==> src/sv/swn_pkg.sv <==
// Shared types and constants for the skinning weight normaliser.
// Holds the field widths, buffer sizes, the queue entry type and the state encodings.
// No dependencies.
`default_nettype none

package swn_pkg;

    // Buffer and selection sizes
    localparam int MAX_INFLUENCES = 8;
    localparam int KEEP_COUNT     = 4;

    // Field widths
    localparam int ID_W     = 8;
    localparam int WEIGHT_W = 20;
    localparam int BIND_W   = 24;
    localparam int NORM_W   = 17;
    localparam int FRAC_W   = 16;

    localparam int IDX_W = $clog2(MAX_INFLUENCES);
    localparam int CNT_W = $clog2(MAX_INFLUENCES + 1);
    localparam int SUM_W = WEIGHT_W + $clog2(KEEP_COUNT);

    // Queue between the front and the back
    localparam int Q_DEPTH = 4;
    localparam int Q_PTR_W = $clog2(Q_DEPTH);

    // Divider step counter
    localparam int DIV_CNT_W = $clog2(NORM_W);

    // Port widths
    localparam int IN_DATA_W  = 80;
    localparam int OUT_DATA_W = 80;
    localparam int OUT_PAD_W  = OUT_DATA_W - (ID_W + NORM_W + 2 * BIND_W);
    localparam int OUT_USER_W = 2;
    localparam int CFG_ADDR_W = 3;
    localparam int CFG_DATA_W = 32;
    localparam int CFG_PAD_W  = CFG_DATA_W - WEIGHT_W;

    // Register index codes (byte address bit 2 upwards)
    localparam logic [0:0] REG_MIN_WEIGHT = 1'b0;

    typedef struct packed {
        logic        [ID_W-1:0]     id;
        logic        [WEIGHT_W-1:0] weight;
        logic signed [BIND_W-1:0]   bind_x;
        logic signed [BIND_W-1:0]   bind_y;
        logic        [SUM_W-1:0]    sum;
        logic                       empty;
        logic                       ovf;
        logic                       last;
    } t_q_entry;

    typedef enum logic [3:0] {
        F_LOAD = 4'b0001,
        F_RANK = 4'b0010,
        F_SUM  = 4'b0100,
        F_PUSH = 4'b1000
    } t_front_state;

    typedef enum logic [2:0] {
        B_IDLE = 3'b001,
        B_DIV  = 3'b010,
        B_HOLD = 3'b100
    } t_back_state;

endpackage

`default_nettype wire

==> src/sv/skin_weight_top4_normalize.sv <==
// With the back idle and the result stream ready, each result of a vertex is popped from the
// queue, divided in 17 divider steps and loaded into the output register; when nothing
// survives, the single empty marker skips the divider.
// Throughput: influences are taken one per cycle while a vertex loads; after the final one the
// input is held off while the front ranks, sums and pushes the kept set, longer while the queue
// is full. Reset is synchronous and active low; it empties the buffer, the queue and the
// output register and sets min_weight to zero.
`default_nettype none

module skin_weight_top4_normalize (
    input  wire logic                               i_clk,
    input  wire logic                               i_rst_n,

    // Influence stream.
    input  wire logic                               s_tvalid,
    output logic                                    s_tready,
    // s_tdata from bit 0: bone_id[7:0], weight[27:8], bind_x[51:28], bind_y[75:52], zero pad.
    input  wire logic [swn_pkg::IN_DATA_W-1:0]      s_tdata,
    input  wire logic                               s_tlast,

    // Result stream.
    output logic                                    m_tvalid,
    input  wire logic                               m_tready,
    // m_tdata from bit 0: out_bone_id[7:0], norm_weight[24:8], out_bind_x[48:25],
    // out_bind_y[72:49], zero pad.
    output logic [swn_pkg::OUT_DATA_W-1:0]          m_tdata,
    output logic                                    m_tlast,
    // m_tuser from bit 0: empty_set, overflowed.
    output logic [swn_pkg::OUT_USER_W-1:0]          m_tuser,

    // Register port.
    input  wire logic                               psel,
    input  wire logic                               penable,
    input  wire logic                               pwrite,
    input  wire logic [swn_pkg::CFG_ADDR_W-1:0]     paddr,
    input  wire logic [swn_pkg::CFG_DATA_W-1:0]     pwdata,
    output logic [swn_pkg::CFG_DATA_W-1:0]          prdata,
    output logic                                    pready
);

    // The drop threshold, which is also the threshold for the sum of the kept weights.
    logic [swn_pkg::WEIGHT_W-1:0] r_min_weight;

    logic              push;
    logic              q_full;
    logic              q_empty;
    logic              pop;
    swn_pkg::t_q_entry push_entry;
    swn_pkg::t_q_entry head_entry;

    // The register port never waits. A write lands in the access phase; a write to
    // an address beyond the register list is ignored and reads back as zero.
    assign pready = 1'b1;

    always_ff @(posedge i_clk) begin
        if (!i_rst_n) begin
            r_min_weight <= '0;
        end else if (psel && penable && pwrite && (paddr[2] == swn_pkg::REG_MIN_WEIGHT)) begin
            r_min_weight <= pwdata[swn_pkg::WEIGHT_W-1:0];
        end
    end

    always_comb begin
        prdata = '0;
        if (paddr[2] == swn_pkg::REG_MIN_WEIGHT) begin
            prdata = {{swn_pkg::CFG_PAD_W{1'b0}}, r_min_weight};
        end
    end

    // The front buffers a vertex, ranks the survivors, sums the kept weights and
    // hands the kept set to the queue in output order, one entry a cycle while the queue has room.
    swn_front u_front (
        .i_clk        (i_clk),
        .i_rst_n      (i_rst_n),
        .i_min_weight (r_min_weight),
        .i_valid      (s_tvalid),
        .o_ready      (s_tready),
        .i_bone_id    (s_tdata[7:0]),
        .i_weight     (s_tdata[27:8]),
        .i_bind_x     (s_tdata[51:28]),
        .i_bind_y     (s_tdata[75:52]),
        .i_last       (s_tlast),
        .o_push       (push),
        .o_entry      (push_entry),
        .i_q_full     (q_full)
    );

    // The queue lets the front go on to the next vertex while the back is still
    // dividing, and lets the back drain while the front is busy ranking.
    swn_queue u_queue (
        .i_clk   (i_clk),
        .i_rst_n (i_rst_n),
        .i_push  (push),
        .i_entry (push_entry),
        .o_full  (q_full),
        .i_pop   (pop),
        .o_head  (head_entry),
        .o_empty (q_empty)
    );

    // The back divides each kept weight by the kept sum and holds the result in an
    // output register, so a stalled result stream does not stop the divider at once.
    swn_back u_back (
        .i_clk     (i_clk),
        .i_rst_n   (i_rst_n),
        .i_q_empty (q_empty),
        .i_head    (head_entry),
        .o_pop     (pop),
        .o_valid   (m_tvalid),
        .i_ready   (m_tready),
        .o_data    (m_tdata),
        .o_last    (m_tlast),
        .o_user    (m_tuser)
    );

endmodule

`default_nettype wire

==> src/sv/swn_front.sv <==
// Front part of the normaliser: buffers the influences of one vertex, ranks them,
// sums the kept weights and pushes the kept set into the queue in output order.
// Depends on swn_pkg.
`default_nettype none

module swn_front (
    input  wire logic                                i_clk,
    input  wire logic                                i_rst_n,
    input  wire logic [swn_pkg::WEIGHT_W-1:0]        i_min_weight,
    input  wire logic                                i_valid,
    output logic                                     o_ready,
    input  wire logic [swn_pkg::ID_W-1:0]            i_bone_id,
    input  wire logic [swn_pkg::WEIGHT_W-1:0]        i_weight,
    input  wire logic signed [swn_pkg::BIND_W-1:0]   i_bind_x,
    input  wire logic signed [swn_pkg::BIND_W-1:0]   i_bind_y,
    input  wire logic                                i_last,
    output logic                                     o_push,
    output swn_pkg::t_q_entry                        o_entry,
    input  wire logic                                i_q_full
);

    logic        [swn_pkg::ID_W-1:0]     r_ids     [swn_pkg::MAX_INFLUENCES];
    logic        [swn_pkg::WEIGHT_W-1:0] r_weights [swn_pkg::MAX_INFLUENCES];
    logic signed [swn_pkg::BIND_W-1:0]   r_bind_x  [swn_pkg::MAX_INFLUENCES];
    logic signed [swn_pkg::BIND_W-1:0]   r_bind_y  [swn_pkg::MAX_INFLUENCES];
    logic        [swn_pkg::CNT_W-1:0]    r_pos     [swn_pkg::MAX_INFLUENCES];

    swn_pkg::t_front_state r_state, n_state;
    logic [swn_pkg::CNT_W-1:0] r_count, n_count;
    logic                      r_ovf, n_ovf;
    logic [swn_pkg::IDX_W-1:0] r_j, n_j;
    logic [swn_pkg::CNT_W-1:0] r_p, n_p;
    logic [swn_pkg::SUM_W-1:0] r_sum, n_sum;

    logic [swn_pkg::MAX_INFLUENCES-1:0] v_mask;
    logic [swn_pkg::CNT_W-1:0]          n_valid;
    logic                               big;
    logic [swn_pkg::CNT_W-1:0]          keep;
    logic [swn_pkg::IDX_W-1:0]          sel_idx;
    logic [swn_pkg::IDX_W-1:0]          rd_idx;
    logic [swn_pkg::WEIGHT_W-1:0]       rd_w;
    logic                               in_acc;
    logic                               set_empty;
    logic                               is_last;
    logic [swn_pkg::MAX_INFLUENCES-1:0] beat;

    assign o_ready = (r_state == swn_pkg::F_LOAD);
    assign in_acc  = i_valid && o_ready;

    // An entry survives when it was loaded and its weight is above the threshold.
    always_comb begin
        n_valid = '0;
        for (int i = 0; i < swn_pkg::MAX_INFLUENCES; i++) begin
            v_mask[i] = (swn_pkg::CNT_W'(i) < r_count) && (r_weights[i] > i_min_weight);
            n_valid   = n_valid + swn_pkg::CNT_W'(v_mask[i]);
        end
    end

    assign big  = n_valid > swn_pkg::CNT_W'(swn_pkg::KEEP_COUNT);
    assign keep = big ? swn_pkg::CNT_W'(swn_pkg::KEEP_COUNT) : n_valid;

    // The surviving entry whose output position matches the current one.
    always_comb begin
        sel_idx = '0;
        for (int i = 0; i < swn_pkg::MAX_INFLUENCES; i++) begin
            if (v_mask[i] && (r_pos[i] == r_p)) begin
                sel_idx = swn_pkg::IDX_W'(i);
            end
        end
    end

    assign rd_idx = (r_state == swn_pkg::F_RANK) ? r_j : sel_idx;
    assign rd_w   = r_weights[rd_idx];

    // Entry r_j goes ahead of entry i: by weight with ties in arrival order when
    // the set is cut down, by arrival order alone otherwise.
    always_comb begin
        for (int i = 0; i < swn_pkg::MAX_INFLUENCES; i++) begin
            if (big) begin
                beat[i] = (rd_w > r_weights[i]) ||
                          ((rd_w == r_weights[i]) && (r_j < swn_pkg::IDX_W'(i)));
            end else begin
                beat[i] = r_j < swn_pkg::IDX_W'(i);
            end
        end
    end

    assign set_empty = (keep == '0) || (r_sum <= swn_pkg::SUM_W'(i_min_weight));
    assign is_last   = swn_pkg::CNT_W'(r_p + 1'b1) == keep;

    always_comb begin
        n_state = r_state;
        n_count = r_count;
        n_ovf   = r_ovf;
        n_j     = r_j;
        n_p     = r_p;
        n_sum   = r_sum;
        o_push  = 1'b0;

        o_entry        = '0;
        o_entry.sum    = r_sum;
        o_entry.ovf    = r_ovf;
        if (set_empty) begin
            o_entry.empty = 1'b1;
            o_entry.last  = 1'b1;
        end else begin
            o_entry.id     = r_ids[rd_idx];
            o_entry.weight = rd_w;
            o_entry.bind_x = r_bind_x[rd_idx];
            o_entry.bind_y = r_bind_y[rd_idx];
            o_entry.last   = is_last;
        end

        unique case (r_state)
            swn_pkg::F_LOAD: begin
                if (in_acc) begin
                    if (r_count < swn_pkg::CNT_W'(swn_pkg::MAX_INFLUENCES)) begin
                        n_count = r_count + 1'b1;
                    end else begin
                        n_ovf = 1'b1;
                    end
                    if (i_last) begin
                        n_state = swn_pkg::F_RANK;
                        n_j     = '0;
                    end
                end
            end
            swn_pkg::F_RANK: begin
                n_j = r_j + 1'b1;
                if (r_j == swn_pkg::IDX_W'(swn_pkg::MAX_INFLUENCES - 1)) begin
                    n_state = swn_pkg::F_SUM;
                    n_p     = '0;
                    n_sum   = '0;
                end
            end
            swn_pkg::F_SUM: begin
                if (r_p == keep) begin
                    n_state = swn_pkg::F_PUSH;
                    n_p     = '0;
                end else begin
                    n_sum = r_sum + swn_pkg::SUM_W'(rd_w);
                    n_p   = r_p + 1'b1;
                end
            end
            swn_pkg::F_PUSH: begin
                o_push = !i_q_full;
                if (!i_q_full) begin
                    if (set_empty || is_last) begin
                        n_state = swn_pkg::F_LOAD;
                        n_count = '0;
                        n_ovf   = 1'b0;
                    end else begin
                        n_p = r_p + 1'b1;
                    end
                end
            end
            default: begin
                n_state = swn_pkg::F_LOAD;
            end
        endcase
    end

    always_ff @(posedge i_clk) begin
        if (!i_rst_n) begin
            r_state <= swn_pkg::F_LOAD;
            r_count <= '0;
            r_ovf   <= 1'b0;
            r_j     <= '0;
            r_p     <= '0;
            r_sum   <= '0;
        end else begin
            r_state <= n_state;
            r_count <= n_count;
            r_ovf   <= n_ovf;
            r_j     <= n_j;
            r_p     <= n_p;
            r_sum   <= n_sum;
        end
    end

    // Influence buffer and per-entry output positions.
    always_ff @(posedge i_clk) begin
        if (in_acc && (r_count < swn_pkg::CNT_W'(swn_pkg::MAX_INFLUENCES))) begin
            r_ids[r_count[swn_pkg::IDX_W-1:0]]     <= i_bone_id;
            r_weights[r_count[swn_pkg::IDX_W-1:0]] <= i_weight;
            r_bind_x[r_count[swn_pkg::IDX_W-1:0]]  <= i_bind_x;
            r_bind_y[r_count[swn_pkg::IDX_W-1:0]]  <= i_bind_y;
        end
        for (int i = 0; i < swn_pkg::MAX_INFLUENCES; i++) begin
            if (in_acc && i_last) begin
                r_pos[i] <= '0;
            end else if ((r_state == swn_pkg::F_RANK) && v_mask[r_j] && beat[i]) begin
                r_pos[i] <= r_pos[i] + 1'b1;
            end
        end
    end

endmodule

`default_nettype wire

==> src/sv/swn_queue.sv <==
// Short first-in first-out queue of kept influences between the front and the back.
// Depends on swn_pkg for the entry type and depth.
`default_nettype none

module swn_queue (
    input  wire logic              i_clk,
    input  wire logic              i_rst_n,
    input  wire logic              i_push,
    input  wire swn_pkg::t_q_entry i_entry,
    output logic                   o_full,
    input  wire logic              i_pop,
    output swn_pkg::t_q_entry      o_head,
    output logic                   o_empty
);

    swn_pkg::t_q_entry r_mem [swn_pkg::Q_DEPTH];

    logic [swn_pkg::Q_PTR_W-1:0] r_wr, n_wr;
    logic [swn_pkg::Q_PTR_W-1:0] r_rd, n_rd;
    logic [swn_pkg::Q_PTR_W:0]   r_cnt, n_cnt;

    assign o_full  = r_cnt == (swn_pkg::Q_PTR_W + 1)'(swn_pkg::Q_DEPTH);
    assign o_empty = r_cnt == '0;
    assign o_head  = r_mem[r_rd];

    always_comb begin
        n_wr  = r_wr;
        n_rd  = r_rd;
        n_cnt = r_cnt;
        if (i_push && !o_full) begin
            n_wr = r_wr + 1'b1;
        end
        if (i_pop && !o_empty) begin
            n_rd = r_rd + 1'b1;
        end
        if ((i_push && !o_full) && !(i_pop && !o_empty)) begin
            n_cnt = r_cnt + 1'b1;
        end else if (!(i_push && !o_full) && (i_pop && !o_empty)) begin
            n_cnt = r_cnt - 1'b1;
        end
    end

    always_ff @(posedge i_clk) begin
        if (!i_rst_n) begin
            r_wr  <= '0;
            r_rd  <= '0;
            r_cnt <= '0;
        end else begin
            r_wr  <= n_wr;
            r_rd  <= n_rd;
            r_cnt <= n_cnt;
        end
    end

    always_ff @(posedge i_clk) begin
        if (i_push && !o_full) begin
            r_mem[r_wr] <= i_entry;
        end
    end

endmodule

`default_nettype wire

==> src/sv/swn_back.sv <==
// Back part of the normaliser: takes kept influences from the queue, divides each
// weight by the kept sum one quotient bit per cycle and holds the result for transfer.
// Depends on swn_pkg.
`default_nettype none

module swn_back (
    input  wire logic                                i_clk,
    input  wire logic                                i_rst_n,
    input  wire logic                                i_q_empty,
    input  wire swn_pkg::t_q_entry                   i_head,
    output logic                                     o_pop,
    output logic                                     o_valid,
    input  wire logic                                i_ready,
    output logic [swn_pkg::OUT_DATA_W-1:0]           o_data,
    output logic                                     o_last,
    output logic [swn_pkg::OUT_USER_W-1:0]           o_user
);

    swn_pkg::t_back_state r_state, n_state;
    swn_pkg::t_q_entry    r_ent, n_ent;

    logic [swn_pkg::SUM_W-1:0]     r_rem, n_rem;
    logic [swn_pkg::NORM_W-1:0]    r_dlow, n_dlow;
    logic [swn_pkg::NORM_W-1:0]    r_quo, n_quo;
    logic [swn_pkg::DIV_CNT_W-1:0] r_step, n_step;

    logic                           r_out_valid, n_out_valid;
    logic [swn_pkg::OUT_DATA_W-1:0] r_out_data, n_out_data;
    logic                           r_out_last, n_out_last;
    logic [swn_pkg::OUT_USER_W-1:0] r_out_user, n_out_user;

    logic [swn_pkg::SUM_W:0] trial;
    logic                    q_bit;
    logic [swn_pkg::SUM_W:0] diff;

    assign o_valid = r_out_valid;
    assign o_data  = r_out_data;
    assign o_last  = r_out_last;
    assign o_user  = r_out_user;

    // One restoring step: shift in the next dividend bit and try the subtraction.
    assign trial = {r_rem, r_dlow[swn_pkg::NORM_W-1]};
    assign diff  = trial - {1'b0, r_ent.sum};
    assign q_bit = trial >= {1'b0, r_ent.sum};

    always_comb begin
        n_state     = r_state;
        n_ent       = r_ent;
        n_rem       = r_rem;
        n_dlow      = r_dlow;
        n_quo       = r_quo;
        n_step      = r_step;
        n_out_valid = r_out_valid && !i_ready;
        n_out_data  = r_out_data;
        n_out_last  = r_out_last;
        n_out_user  = r_out_user;
        o_pop       = 1'b0;

        unique case (r_state)
            swn_pkg::B_IDLE: begin
                o_pop = !i_q_empty;
                if (!i_q_empty) begin
                    n_ent  = i_head;
                    n_quo  = '0;
                    n_step = '0;
                    // The quotient fits 17 bits, so the top of the dividend
                    // starts below the divisor.
                    n_rem  = swn_pkg::SUM_W'(i_head.weight >> 1);
                    n_dlow = {i_head.weight[0], {swn_pkg::FRAC_W{1'b0}}};
                    n_state = i_head.empty ? swn_pkg::B_HOLD : swn_pkg::B_DIV;
                end
            end
            swn_pkg::B_DIV: begin
                n_rem  = q_bit ? diff[swn_pkg::SUM_W-1:0] : trial[swn_pkg::SUM_W-1:0];
                n_quo  = {r_quo[swn_pkg::NORM_W-2:0], q_bit};
                n_dlow = {r_dlow[swn_pkg::NORM_W-2:0], 1'b0};
                n_step = r_step + 1'b1;
                if (r_step == swn_pkg::DIV_CNT_W'(swn_pkg::NORM_W - 1)) begin
                    n_state = swn_pkg::B_HOLD;
                end
            end
            swn_pkg::B_HOLD: begin
                if (!r_out_valid || i_ready) begin
                    n_out_valid = 1'b1;
                    n_out_data  = {{swn_pkg::OUT_PAD_W{1'b0}}, r_ent.bind_y, r_ent.bind_x,
                                   r_quo, r_ent.id};
                    n_out_last  = r_ent.last;
                    n_out_user  = {r_ent.ovf, r_ent.empty};
                    n_state     = swn_pkg::B_IDLE;
                end
            end
            default: begin
                n_state = swn_pkg::B_IDLE;
            end
        endcase
    end

    always_ff @(posedge i_clk) begin
        if (!i_rst_n) begin
            r_state     <= swn_pkg::B_IDLE;
            r_out_valid <= 1'b0;
        end else begin
            r_state     <= n_state;
            r_out_valid <= n_out_valid;
        end
    end

    always_ff @(posedge i_clk) begin
        r_ent      <= n_ent;
        r_rem      <= n_rem;
        r_dlow     <= n_dlow;
        r_quo      <= n_quo;
        r_step     <= n_step;
        r_out_data <= n_out_data;
        r_out_last <= n_out_last;
        r_out_user <= n_out_user;
    end

endmodule

`default_nettype wire

==> config.mk <==
export PLATFORM = sky130hd
export DESIGN_NAME = skin_weight_top4_normalize
export DESIGN_NICKNAME = d
export VERILOG_FILES = /design/src/sv/swn_pkg.sv /design/src/sv/skin_weight_top4_normalize.sv /design/src/sv/swn_front.sv /design/src/sv/swn_queue.sv /design/src/sv/swn_back.sv
export SDC_FILE = /design/constraint.sdc
export NUM_CORES = 2
export LEC_CHECK = 0
export BUFFER_PORTS_ARGS = -buffer_cell sky130_fd_sc_hd__buf_2
export CAP_MARGIN = 20
export CORE_ASPECT_RATIO = 0.6
export CORE_MARGIN = 2
export CORE_UTILIZATION = 45
export CTS_CLUSTER_SIZE = 30
export DETAILED_ROUTE_END_ITERATION = 7
export GPL_TIMING_DRIVEN = 0
export PLACE_DENSITY = 0.73
export SYNTH_ARGS = -nofsm -noshare
export SYNTH_HDL_FRONTEND = slang
export SYNTH_SLANG_ARGS = --single-unit
==> constraint.sdc <==
create_clock -name i_clk -period 22.5 [get_ports i_clk]
set_input_delay 1.125 -clock i_clk [delete_from_list [all_inputs] [get_ports i_clk]]
set_output_delay 1.125 -clock i_clk [all_outputs]
set_load 0.01 [all_outputs]
# --- After elaboration in Yosys (flattened, before gate mapping) ---
# Memories as Yosys holds them, arrays and structs flattened. A register that Yosys moved wholly into a read port is not among the register bits.
# Index checks and enable logic that the tools add are counted.
totals:
  output_inout_bits: 118
  wordCells: 333
  ff_bits: 287
  ramBits: 1044
  in_bits: 123
  memories: 6
mem_list:
  columns: ["memory", "depth", "word_bits", "rd", "rd_clocked_by_memory_dff", "wr", "line", "text"]
  rows:
  - ["u_queue.r_mem", 4, 101, 1, 1, 1, "swn_queue.sv:16", "swn_pkg::t_q_entry r_mem [swn_pkg::Q_DEPTH];"]
  - ["u_front.r_bind_x", 8, 24, 1, 0, 1, "swn_front.sv:24", "logic signed [swn_pkg::BIND_W-1:0] r_bind_x [swn_pkg::MAX_INFLUENCES];"]
  - ["u_front.r_bind_y", 8, 24, 1, 0, 1, "swn_front.sv:25", "logic signed [swn_pkg::BIND_W-1:0] r_bind_y [swn_pkg::MAX_INFLUENCES];"]
  - ["u_front.r_weights", 8, 20, 9, 0, 1, "swn_front.sv:23", "logic [swn_pkg::WEIGHT_W-1:0] r_weights [swn_pkg::MAX_INFLUENCES];"]
  - ["u_front.r_ids", 8, 8, 1, 0, 1, "swn_front.sv:22", "logic [swn_pkg::ID_W-1:0] r_ids [swn_pkg::MAX_INFLUENCES];"]
  - ["u_front.r_pos", 8, 4, 8, 0, 8, "swn_front.sv:26", "logic [swn_pkg::CNT_W-1:0] r_pos [swn_pkg::MAX_INFLUENCES];"]
classes:
  bitwise: 10
  n_addsub: 25
  n_reduce_logical: 78
  mux: 111
  n_lt_le_gt_ge: 37
  eq_ne: 40
ops:
  columns: ["operator", "count"]
  rows:
  - ["$gt 20x20->1", 16]
  - ["$eq 20x20->1", 8]
  - ["$mux 4", 23]
  - ["$mux 22", 4]
  - ["$pmux 22 s2", 2]
  - ["$mux 76", 1]
  - ["$pmux 17 s2", 2]
  - ["$mux 1", 50]
  - ["$logic_and 1x1->1", 43]
  - ["$add 4x1->4 const B", 10]
  - ["$mux 3", 13]
  - ["$eq 4x4->1", 9]
  - ["$mux 17", 2]
  - ["$add 4x1->4", 6]
  - ["$ge 23x22->1", 1]
  - ["$add 22x20->22", 1]
  - ["$le 22x20->1", 1]
  - ["$sub 22x22->22", 1]
  - ["$mux 20", 1]
  - ["$lt 3x4->1 const A", 4]
  - ["$ne 2x2->1 const B", 8]
  - ["$pmux 4 s4", 1]
  - ["$lt 3x3->1 const B", 4]
  - ["$pmux 4 s3", 1]
  - ["42 further kinds", 89]

# --- Depth between registers and ports, before layout ---
# An unclocked memory read counts as a cell.
logic_depth:
  word_depth: 22
  ltp_mapped: 27
  mapped_depth_nobuf: 25

# --- Cells and area by module ---
# A second synthesis with hierarchy kept.
unflattened:
  hier_cells: 4551
  area_unflattened_um2: 62533.7
by_module_without_submodules:
  columns: ["mod", "instances", "area_each_um2", "cells_each", "seq_area_each_um2"]
  rows:
  - ["swn_front", 1, 38100.3, 3321, 19859.0]
  - ["swn_queue", 1, 15059.4, 575, 12311.8]
  - ["swn_back", 1, 8333.0, 530, 6145.9]
  - ["skin_weight_top4_normalize", 1, 1041.0, 125, 400.4]

# --- Worst setup path before layout ---
# Ideal clock, no wire load.
synth_path:
  path_kind: "flip-flop to flip-flop"
  from: "register u_front.r_state[3]"
  to: "memory u_front.r_bind_x[0][0] in the netlist's numbering, enable pin"
  setup_time_ps: 603
  t_arrival_ps: 7123
  t_required_ps: 21897
  path_stages_with_launch: 7
  setup_slack_ps: 14774
  path_cell_list: "dfxtp_1 > clkbuf_1 > nor4b_1 > and2_1 > nor2b_1 > nand2_1 > nor3_1"
synth_between:
  elab_chain_cells: 5
synth_lines:
  columns: ["item", "line", "text"]
  rows:
  - ["from (decl)", "swn_front.sv:28", "swn_pkg::t_front_state r_state, n_state;"]
  - ["from (signal assigned)", "swn_front.sv:165", "r_state <= swn_pkg::F_LOAD;"]
  - ["from (signal assigned)", "swn_front.sv:172", "r_state <= n_state;"]
  - ["$eq 4x1->1", "swn_front.sv:47", "assign o_ready = (r_state == swn_pkg::F_LOAD);"]
  - ["named net s_tready", "skin_weight_top4_normalize.sv:16", "output logic s_tready,"]
  - ["$logic_and 1x1->1", "swn_front.sv:48", "assign in_acc = i_valid && o_ready;"]
  - ["$logic_and 1x1->1", "swn_front.sv:183", "if (in_acc && (r_count < swn_pkg::CNT_W'(swn_pkg::MAX_INFLUENCES))) begin"]
  - ["$mux 1", "swn_front.sv:183", null]
  - ["$mux 1 (not written as such)", "swn_front.sv:186", "r_bind_x[r_count[swn_pkg::IDX_W-1:0]] <= i_bind_x;"]
  - ["to (decl)", "swn_front.sv:24", null]
# The timed path passes the listed nets, and every way through them passes these cells.

==> qor.yml <==
slowest_delay_ns: 0.83
slew_headroom_pct: 18.0
hp-start: "u_back.r_ent[46]"
rsz0062_at_grt: "false"
cts_tree: "built"
ys_warn_count: 0
rows: 105
hp-class: "register to register"
detail-route-antenna-nets: 0
grt.total_usage_pct: 28.9
die_height_um: 291
fin_tns_setup_ns: 0
clock-sinks: 1313
coreArea_um2: 137000
cp_slowest_cell: "inv_1"
clkLatencyLatePin_ns: 0.78
clockBufferDepth: 3
grt_pass1_vias: 40300
area_delta_synth_final_pct: 13.7
utilization_pct: 51.4
avgRoutedWirePerCell_um: 29.7
fin_worst_skew_ns: 0.0567
cp-start-kind: "register"
leakagePower_nw: 25.6
cts-resized-gates: 0
worstPathMaxFanout: 10
cts_setup_buffers: 0
worst_ep_arrival_time_ns: 10.97
reg2reg_depth: 24
min_period_ns: 10.49
critPathMostFrequentCell: "fa_1"
seq_area_frac_synth_pct: 62.7
hpwl_um: 151000
grt_remaining_overflow: 0
synth_cell_types: 88
setup_violations: 0
end_kind: "register"
die_x_um: 482
synth_edf_count: 1242
final_max_slew_viol_count: 0
antenna_found_initial: 30
critPathKind: "register to register"
hold_violations: 0
die_area_um2: 140000
crit_chain: "inv_1, ha_1, and4_1, and4_1, o21ai_0, clkbuf_4, o2111ai_1, o311a_1, ha_1, inv_1, fa_1, inv_1, fa_1, fa_1, fa_1, nor2_1, nand2b_1, o2111ai_2, or2_2, nor2_1, clkbuf_1, clkbuf_1, o21ai_0, nand4_1"
post-route-drc-count: 0
ys_seq_elements: 1313
total_power_w: 0.00622
first_iter_violations: 6472
fmax_mhz: 95.4
ff2ff_setup_slack_ns: 12.01
drive_gt1_share_pct: 13.3
avgSynthCellArea_um2: 13.4
cts-root-buf: "clkbuf_16"
reg2reg_to: "u_queue.r_mem[3][78]"
post_drt_via_cell_ratio: 6.22
wirelength_um: 207000
synthCells: 4613
cts_made_buffers: 118
place_congestion: 1.03
grt_pass1_wl_um: 290000
ios: 241
endpoint: "u_queue.r_mem[3][78]"
ys.flop_type: "edfxtp_1"
final_nets: 5552
pwr_density_cell_nw_per_um2: 88.6
regToRegStartpoint: "r_min_weight[7]"
cp.required_ns: 22.99
netlist_area_um2: 61800
ir_drop_v: 0.0000870
cts-htree-levels: 3
crit_path_start: "r_min_weight[7]"
fin_crit_sh_pct: 46.6
async_flop_share_pct: 0
portBuffers: 201
start_util_pct: 45.3
clk_pin_slew_ns: 0.06
grt_max_degree: 64
drtPass1Iterations: 6
cts_hold_buf: 0
status: "finished clean"
cap_violations: 0
num_vias: 43300
worstMarginPinSlew_ns: 1.22
==> logic make-up (layout without fill, tap and decap cells) <==
group | after synthesis | in the layout | synth area share [%]
flip-flops | 1313 | 1313 | 62.7
AO/OA/AOI/OAI | 1123 | 1123 | 11.3
AND/OR/NAND/NOR | 1102 | 1102 | 9.69
buffers and inverters | 488 | 985 | 3.29
adder cells (fa/ha/maj) | 391 | 391 | 8.00
multiplexers | 111 | 111 | 3.87
XOR/XNOR | 83 | 83 | 1.18
other | 2 | 38 | 0.0122
==> per-layer routing <==
layer / vias up / global-route usage (%) / part of all wire, %
li1: 18600 / - / -
met1: 21600 / 44.4 / 43
met2: 2817 / 37.4 / 39
met3: 309 / 12.2 / 16
met4: 14 / 6.46 / 2.3
met5: - / 0 / 0.047
==> worst max-delay path: cells and delay by family (launching register included) <==
kind / cells / cell delay (ns)
buffers and inverters: 6 / 2.69
and+or+nand+nor: 7 / 2.52
DFF: 1 / 0.31
adders and majority gates: 6 / 2.88
AOI/OAI and AO/OA: 5 / 1.78
==> registers in the layout, indices dropped and copies added, names as in the netlist, 20 cells and up, named ones only <==
name	count
u_front.r_bind_x	192
u_front.r_ids	64
u_front.r_weights	160
u_back.o_data	73
u_queue.r_mem	404
u_back.r_ent	81
u_front.r_pos	28
u_front.r_sum	22
u_front.r_bind_y	192
u_back.r_rem	22
r_min_weight	20
==> cells in the mapped netlist, types with 71 or more instances <==
cell type	count	area share, %
and3_1	310	3.1
a21o_1	90	1.1
nor2_1	197	1.2
mux4_2	102	3.7
edfxtp_1	1242	60
a21boi_0	224	2.7
dfxtp_1	71	2.3
o21ai_0	361	2.9
ha_1	384	7.8
a21oi_1	235	1.9
nand2_1	143	0.87
inv_1	228	1.4
nor3_1	101	0.82
clkbuf_1	176	1.1
nand4_1	137	1.4
==> worst min path at each step <==
stage | slack, ns | cells past startpoint | to
3_3_place_gp | 0.40 | 0 | u_back.o_data[24]
2_1_floorplan | 0.40 | 0 | u_back.o_data[0]
5_1_grt | 0.42 | 0 | u_back.o_data[42]
3_5_place_dp | 0.41 | 0 | u_back.o_last
4_1_cts | 0.41 | 0 | u_back.o_data[72]
6_report | 0.42 | 0 | u_back.o_data[70]
==> power by group <==
group / total [W] / internal, W / leakage, nW / switching (W)
sequential: 0.00302 / 0.00294 / 11.9 / 0.0000777
combinational: 0.00122 / 0.000439 / 11.9 / 0.000777
clock: 0.00199 / 0.00105 / 1.78 / 0.000934
==> layout make-up <==
cell class / count / area, µm²
antenna: 18 / 45.0
buffer: 259 / 1170
clock buffer: 150 / 3160
clock inverter: 60 / 542
fill: 11400 / 66300
inverter: 229 / 862
multi-input combinational: 2830 / 21300
sequential: 1313 / 38700
tap: 1819 / 2280
timing repair buffer: 287 / 2130
==> stage by stage <==
stage               instance area (µm²)  instances  hold slack (ns)  setup WS (ns)
floorplan                         61800       4631            0.400          14.77
global placement                  65100       6651            0.401           8.58
detailed placement                66400       6733            0.405          12.23
CTS                               70100       6943            0.408          12.21
global route                      70200       6961            0.420          12.03
finish                            70200       6965            0.418          12.01
==> placed cells by master (no fill, tap or decap), types with 44 or more instances in the layout <==
cell type	n
o21ai_0	361
and3_1	309
xor2_1	44
buf_4	46
ha_1	384
clkbuf_1	204
nand2_1	143
buf_2	240
nor3_1	99
a21oi_1	234
inv_1	227
mux4_2	102
dfxtp_1	71
a21boi_0	224
nand4_1	137
a21o_1	90
nor2_1	191
clkbuf_16	122
edfxtp_1	1242
No activity file was read; power rests on OpenSTA's default activity.
